## config.mk

```make
export PLATFORM = sky130hd
export DESIGN_NAME = dtq_cell
export DESIGN_NICKNAME = d
export VERILOG_FILES = /design/src/sv/dtq_pkg.sv /design/src/sv/dtq_cell.sv
export SDC_FILE = /design/constraint.sdc
export NUM_CORES = 1
export LEC_CHECK = 0
export ABC_AREA = 1
export BUFFER_PORTS_ARGS = -buffer_cell sky130_fd_sc_hd__buf_4
export CAP_MARGIN = 30
export CORE_ASPECT_RATIO = 0.7
export CORE_MARGIN = 3
export CORE_UTILIZATION = 45
export DETAILED_ROUTE_END_ITERATION = 10
export PLACE_DENSITY = 0.8
export SKIP_LAST_GASP = 1
export SLEW_MARGIN = 20
export SYNTH_ARGS = -nofsm -noshare
export SYNTH_HDL_FRONTEND = slang
export SYNTH_SLANG_ARGS = --single-unit
```

## constraint.sdc

```tcl
create_clock -name clk -period 2 [get_ports clk]
set_input_delay 0.4 -clock clk [delete_from_list [all_inputs] [get_ports clk]]
set_output_delay 0.4 -clock clk [all_outputs]
set_load 0.03 [all_outputs]
```

## src/sv/dtq_pkg.sv

```systemverilog
package dtq_pkg;

    localparam int NUM_TIMERS = 16;
    localparam int RES_MS     = 10;

    localparam int FUNC_W  = 2;
    localparam int ID_W    = 4;
    localparam int DELAY_W = 32;
    localparam int TAG_W   = 32;
    localparam int ADV_W   = 16;
    localparam int ST_W    = 3;
    localparam int TICK_W  = 64;

    // divide by the resolution through a reciprocal multiply, exact for every delay
    localparam int RES_SHIFT = $clog2(RES_MS);
    localparam int MAGIC_W   = DELAY_W + 1;
    localparam int PROD_W    = MAGIC_W + DELAY_W;
    localparam int QUO_SHIFT = DELAY_W + RES_SHIFT;
    localparam logic [MAGIC_W-1:0] RES_MAGIC =
        MAGIC_W'(((65'd1 << QUO_SHIFT) / RES_MS) + 65'd1);

    localparam logic [FUNC_W-1:0] FN_START   = 2'd0;
    localparam logic [FUNC_W-1:0] FN_STOP    = 2'd1;
    localparam logic [FUNC_W-1:0] FN_ADVANCE = 2'd2;
    localparam logic [FUNC_W-1:0] FN_NONE    = 2'd3;

    localparam logic [ST_W-1:0] ST_ACCEPT  = 3'd0;
    localparam logic [ST_W-1:0] ST_FIRED   = 3'd1;
    localparam logic [ST_W-1:0] ST_NONE    = 3'd2;
    localparam logic [ST_W-1:0] ST_RUNNING = 3'd3;
    localparam logic [ST_W-1:0] ST_IDLE    = 3'd4;

    typedef struct packed {
        logic [FUNC_W-1:0]  func;
        logic [ID_W-1:0]    timer_id;
        logic [DELAY_W-1:0] delay_ms;
        logic [TAG_W-1:0]   tag;
        logic [ADV_W-1:0]   advance;
    } req_t;

    typedef struct packed {
        logic [ST_W-1:0]  status;
        logic [ID_W-1:0]  fired_id;
        logic [TAG_W-1:0] fired_tag;
        logic             last;
    } rsp_t;

    // broadcast to every cell: arm or disarm the cell whose id matches
    typedef struct packed {
        logic              arm;
        logic              disarm;
        logic [ID_W-1:0]   id;
        logic [TICK_W-1:0] deadline;
        logic [TAG_W-1:0]  tag;
    } cell_ctl_t;

    // best due timer found so far by a sweep
    typedef struct packed {
        logic              found;
        logic [TICK_W-1:0] deadline;
        logic [ID_W-1:0]   id;
        logic [TAG_W-1:0]  tag;
    } tok_t;

    typedef enum logic [2:0] {
        S_IDLE,
        S_MUL,
        S_CMD,
        S_SWEEP,
        S_DECIDE
    } state_t;

endpackage

```

## src/sv/dtq_cell.sv

```systemverilog
module dtq_cell (
    input  logic                      clk,
    input  logic                      rst_n,
    input  logic [dtq_pkg::ID_W-1:0]  cell_id,
    input  logic [dtq_pkg::TICK_W-1:0] now,
    input  dtq_pkg::cell_ctl_t        ctl,
    input  logic                      tok_vld_in,
    input  dtq_pkg::tok_t             tok_in,
    output logic                      tok_vld_out,
    output dtq_pkg::tok_t             tok_out,
    output logic                      armed
);

    logic                       armed_reg;
    logic                       armed_next;
    logic [dtq_pkg::TICK_W-1:0] deadline_reg;
    logic [dtq_pkg::TAG_W-1:0]  tag_reg;
    logic                       tok_vld_reg;
    dtq_pkg::tok_t              tok_reg;
    dtq_pkg::tok_t              tok_next;
    logic                       hit;
    logic                       take;

    assign hit = (ctl.id == cell_id);

    // lower ids sit earlier in the chain, so a strict compare keeps them on ties
    assign take = armed_reg && (deadline_reg <= now)
                  && (!tok_in.found || (deadline_reg < tok_in.deadline));

    always_comb
    begin
        tok_next = tok_in;
        if (take)
        begin
            tok_next.found    = 1'b1;
            tok_next.deadline = deadline_reg;
            tok_next.id       = cell_id;
            tok_next.tag      = tag_reg;
        end
    end

    always_comb
    begin
        armed_next = armed_reg;
        if (ctl.arm && hit)
        begin
            armed_next = 1'b1;
        end
        else if (ctl.disarm && hit)
        begin
            armed_next = 1'b0;
        end
    end

    always_ff @(posedge clk or negedge rst_n)
    begin
        if (!rst_n)
        begin
            armed_reg   <= 1'b0;
            tok_vld_reg <= 1'b0;
        end
        else
        begin
            armed_reg   <= armed_next;
            tok_vld_reg <= tok_vld_in;
        end
    end

    always_ff @(posedge clk)
    begin
        if (ctl.arm && hit)
        begin
            deadline_reg <= ctl.deadline;
            tag_reg      <= ctl.tag;
        end
        tok_reg <= tok_next;
    end

    assign tok_vld_out = tok_vld_reg;
    assign tok_out     = tok_reg;
    assign armed       = armed_reg;

endmodule

```

==> reports/results.txt <==
The flow ran to the end, but the final reports show violations. The final reports fail on setup timing. The first-pass GRT wire length was 48,500 um.

Tracing the worst setup path back leads to its startpoint at deadline_reg[55]$_DFFE_PP_. The pre-antenna-repair detailed-routing pass consisted of 5 iterations. The met2 wirelength from detailed routing is 16,200 um, and the TritonCTS buffer count is 17. After detailed routing, the number of remaining DRC violations is 0. Clock-pin slew was measured on the worst setup and hold paths at 0.07 ns. Routability-driven placement finished with a final weighted congestion of 0.909.

The deepest clock path buffer count came out at 2. The die is 133 um tall. The largest single stage delay on the critical path is 0.47 ns. The run gives 9,443 as the number of global-route vias before repair. The core area is 22,200 um^2. The share of the yosys chip area belonging to registers was 0.477. Detailed placement ended at an HPWL of 24,600 um. Walking the worst path, the cells encountered are ha_4 > nand2_1 > nor2_2 > nand3_2 > nor4_4 > a21oi_2 > nand2_2 > a21oi_4 > buf_12 > bufbuf_16 > or2_2. Entering global routing, the biggest net connects 46 pins. The commonest cells after synthesis are nand2_1, inv_1, ha_1.

The logs give 377 for the top-level port count and 0.469 for the starting density of the core. The library cell occupying the most area in the post-synthesis netlist is edfxtp_1. In this run the tool buffered the top-level ports with 376 buffer cells. Adding up every negative setup slack in the final design gives -52.31 ns. The ratio of final minimum period to clock period is 1.29, and the portion of synthesized cell area occupied by the leading cell type is 0.277. The worst hold path begins at tok_vld_in. The number of DRC markers after the initial detailed-route iteration is 534, and the time the final worst path needs with I/O delays and setup is 2.59 ns. In this run the horizontal extent of the chip is 188 um. The largest individual stage delay along the critical path comes from the cell edfxtp_1. Summed over all nets, wire length on met3 after detailed routing comes to 2620 um. TritonCTS built the clock tree.

Setup violations remaining at the end of the flow were counted as 101. The number of warning messages in the yosys log is 0. In this run, synthesis inferred 96 flip-flops with an integrated enable.

Post-synthesis instance area: 10,400 um^2. The total routing resource utilization after global routing is 0.248, and the maximum operating frequency is 386 MHz. The count of nets left with antenna violations once routing finished came out at 0.

Critical path startpoint category: a flop. For the pin with the worst max-slew slack, the measured transition is 0.313 ns. The via count normalized by instance count was 4.93.

For the setup clock skew after layout, the log shows 0.00952 ns. The number of pins exceeding their max-slew limit in the final report was 0. The total placed instance area came out at 14,300 um^2. The worst setup path is captured at a flop.

The critical register-to-register path startpoint is deadline_reg[55]$_DFFE_PP_. Uppermost signal routing layer after detailed routing: met5. The tools report the detailed-route via count as 9,270. After technology mapping, the gate count stands at 1,076. Summed over all layers, the global routing overflow is 0. The average cell area after synthesis was 9.66 um^2; the flip-flop count of the largest register, all copies and words added was 101. Total power for the finished layout comes to 12.9 mW. Dividing total power by cell area gives a power density of 843 nW/um^2. The logs give 0 for the final number of hold-violating endpoints and 1 for the number of antenna violations at the first check in global routing.

The data required time of the critical path was 2.33 ns. For the final worst setup slack, the log shows -0.588 ns. The count of placed standard cells in the final layout, fillers left out is 1,880. The most used flip-flop cell after synthesis is dfxtp_1.

For the worst-skew pair, the clock arrives at the later sink with an insertion delay of 0.44 ns. Setup repair after global routing could not meet its margin everywhere. The layout filler cell count is 1,631, and the CTS H-tree depth is 4.

The sum of routed wire length over all layers came out at 32,900 um. For this block, wires on met1 add up to 13,500 um. The final net count was 1,963. In the post-synthesis netlist, the cell with the most instances is nand2_1. The analysis attributes to cell leakage a power of 7.81 nW. Prior to clock tree synthesis, the placed netlist has a worst setup slack of -0.769 ns.

The run gives 199 as the number of sinks on the clock net. The critical setup path kind is reg2reg. Share of layout cells above drive strength 1: 0.411.

The tools report the root buffer selected by CTS as clkbuf_16. The tool flagged a number of max-cap violations equal to 0. When the netlist entered floorplanning its net count stood at 1,477. The worst slew margin relative to its limit is 0.791. The floorplan row count is 45. Sorting the synthesized cells by area gives the leading types as edfxtp_1, dfxtp_1, ha_1, nand2_1, nand3_2. The area growth from synthesis to final layout is 46.7%.

The repair_antennas step left the layout with diodes totalling 0. Summing all non-filler instances in the final layout gives an area of 15,300 um^2. Dividing the detail-routed wire length by the instance count gives 17.5 um.

In this run the worst path has a maximum fanout of 7. The worst hold path belongs to the class in2reg. The cell family contributing the most delay on the critical path is simple AND/OR/NAND/NOR gates. The run gives 0.584 mV as the worst ir drop on vdd. The die covers 25,000 um^2.

The count of distinct cell types in the synthesized netlist is 34. The synthesized design contains 199 register bits. The number of buffers and inverters on the critical path is 2. The number of cells after detailed placement was 1,828; the share of flip-flops with an asynchronous set or reset was 0.0101.

STA puts the critical path data arrival time at 2.92 ns.
==> cell families after synthesis <==
logic type	share of synthesized area
buffers and inverters	0.0857
AND/OR/NAND/NOR	0.238
flip-flops	0.477
adder cells (fa/ha/maj)	0.153
AO/OA/AOI/OAI	0.0436
XOR/XNOR	0.00337
==> path summary, 6_finish.rpt <==
kind	cells after the start	slack, ns	endpoint
max in group asynchronous	2	1.61	tok_vld_out$_DFF_PN0_
min reg2reg	2	0.47	tok_out[1]$_DFF_P_
min in group asynchronous	2	0.30	armed$_DFFE_PN0P_
max	11	-0.59	tok_out[100]$_SDFF_PP1_
min	1	0.07	tok_vld_out$_DFF_PN0_
max reg2reg	11	-0.59	tok_out[100]$_SDFF_PP1_
==> area by class of cell <==
type                            instances  area (um^2)  share of cell area
Clock buffer                           22          475              0.0312
Clock inverter                         10         93.8             0.00615
Inverter                              150          563              0.0369
Multi-Input combinational cell        695         4740               0.311
Sequential cell                       199         4950               0.325
Tap cell                              305          382              0.0250
Timing Repair Buffer                  499         4050               0.265
==> per-stage QoR <==
stage	utilization	hold WS (ns)
floorplan	-	0.104
global placement	0.644	0.183
detailed placement	0.644	0.183
CTS	0.679	0.0451
global route	0.688	0.0391
finish	0.688	0.0666
==> routing by layer <==
metal / up-vias / global-route usage
li1: 4528 / -
met1: 4322 / 0.298
met2: 369 / 0.439
met3: 49 / 0.0721
met4: 2 / 0.0625
met5: - / 0
==> cells in the final DEF (no fill, tap or decap), types with 2 or more instances in the layout <==
| cell | synthesis | routed |
|---|---|---|
| o21ai_1 | 0 | 3 |
| dfrtp_1 | 2 | 2 |
| o21a_1 | 3 | 3 |
| nor2_1 | 34 | 29 |
| dfxtp_1 | 101 | 101 |
| buf_6 | 0 | 2 |
| o21ai_0 | 17 | 14 |
| ha_1 | 127 | 124 |
| clkinv_2 | 0 | 3 |
| nand2_8 | 0 | 2 |
| a21o_1 | 2 | 2 |
| inv_1 | 150 | 150 |
| edfxtp_1 | 96 | 96 |
| nand2_2 | 1 | 4 |
| clkbuf_1 | 0 | 3 |
| xnor2_2 | 0 | 3 |
| nor3_2 | 1 | 2 |
| a21oi_1 | 57 | 56 |
| buf_12 | 9 | 14 |
| nand4_1 | 13 | 13 |
| nand3_2 | 90 | 91 |
| nand2_1 | 305 | 300 |
| nor2_4 | 0 | 2 |
| nand3_1 | 24 | 23 |
| ha_4 | 0 | 3 |
| inv_6 | 0 | 2 |
| clkbuf_16 | 0 | 22 |
| clkinv_4 | 0 | 2 |
| nor3_1 | 4 | 2 |
| nor2_2 | 1 | 4 |
| buf_4 | 9 | 476 |
==> timing repair <==
action / CTS / global route
hold endpoints to repair: 2 / 0
endpoints found under the setup margin: 101 / 101
setup buffers: 10 / 5
resized for setup: 8 / 15
pin swaps: 9 / 11
hold buffers: 1 / 0
gates cloned: 1 / 5
==> worst reg2reg max path, cell delays in order (launching register included) <==
cell	delay (ns)
edfxtp_1	0.47
ha_4	0.31
nand2_1	0.08
nor2_2	0.18
nand3_2	0.12
nor4_4	0.34
a21oi_2	0.13
nand2_2	0.11
a21oi_4	0.06
buf_12	0.14
bufbuf_16	0.28
or2_2	0.27
==> power by group <==
group	leakage, nW	total, mW	internal (mW)	switching [mW]
combinational	5.79	4.44	1.88	2.57
sequential	1.74	5.00	4.80	0.207
clock	0.280	3.41	1.83	1.57
total	7.81	12.9	8.51	4.35
(Power assumes the default switching activity.)
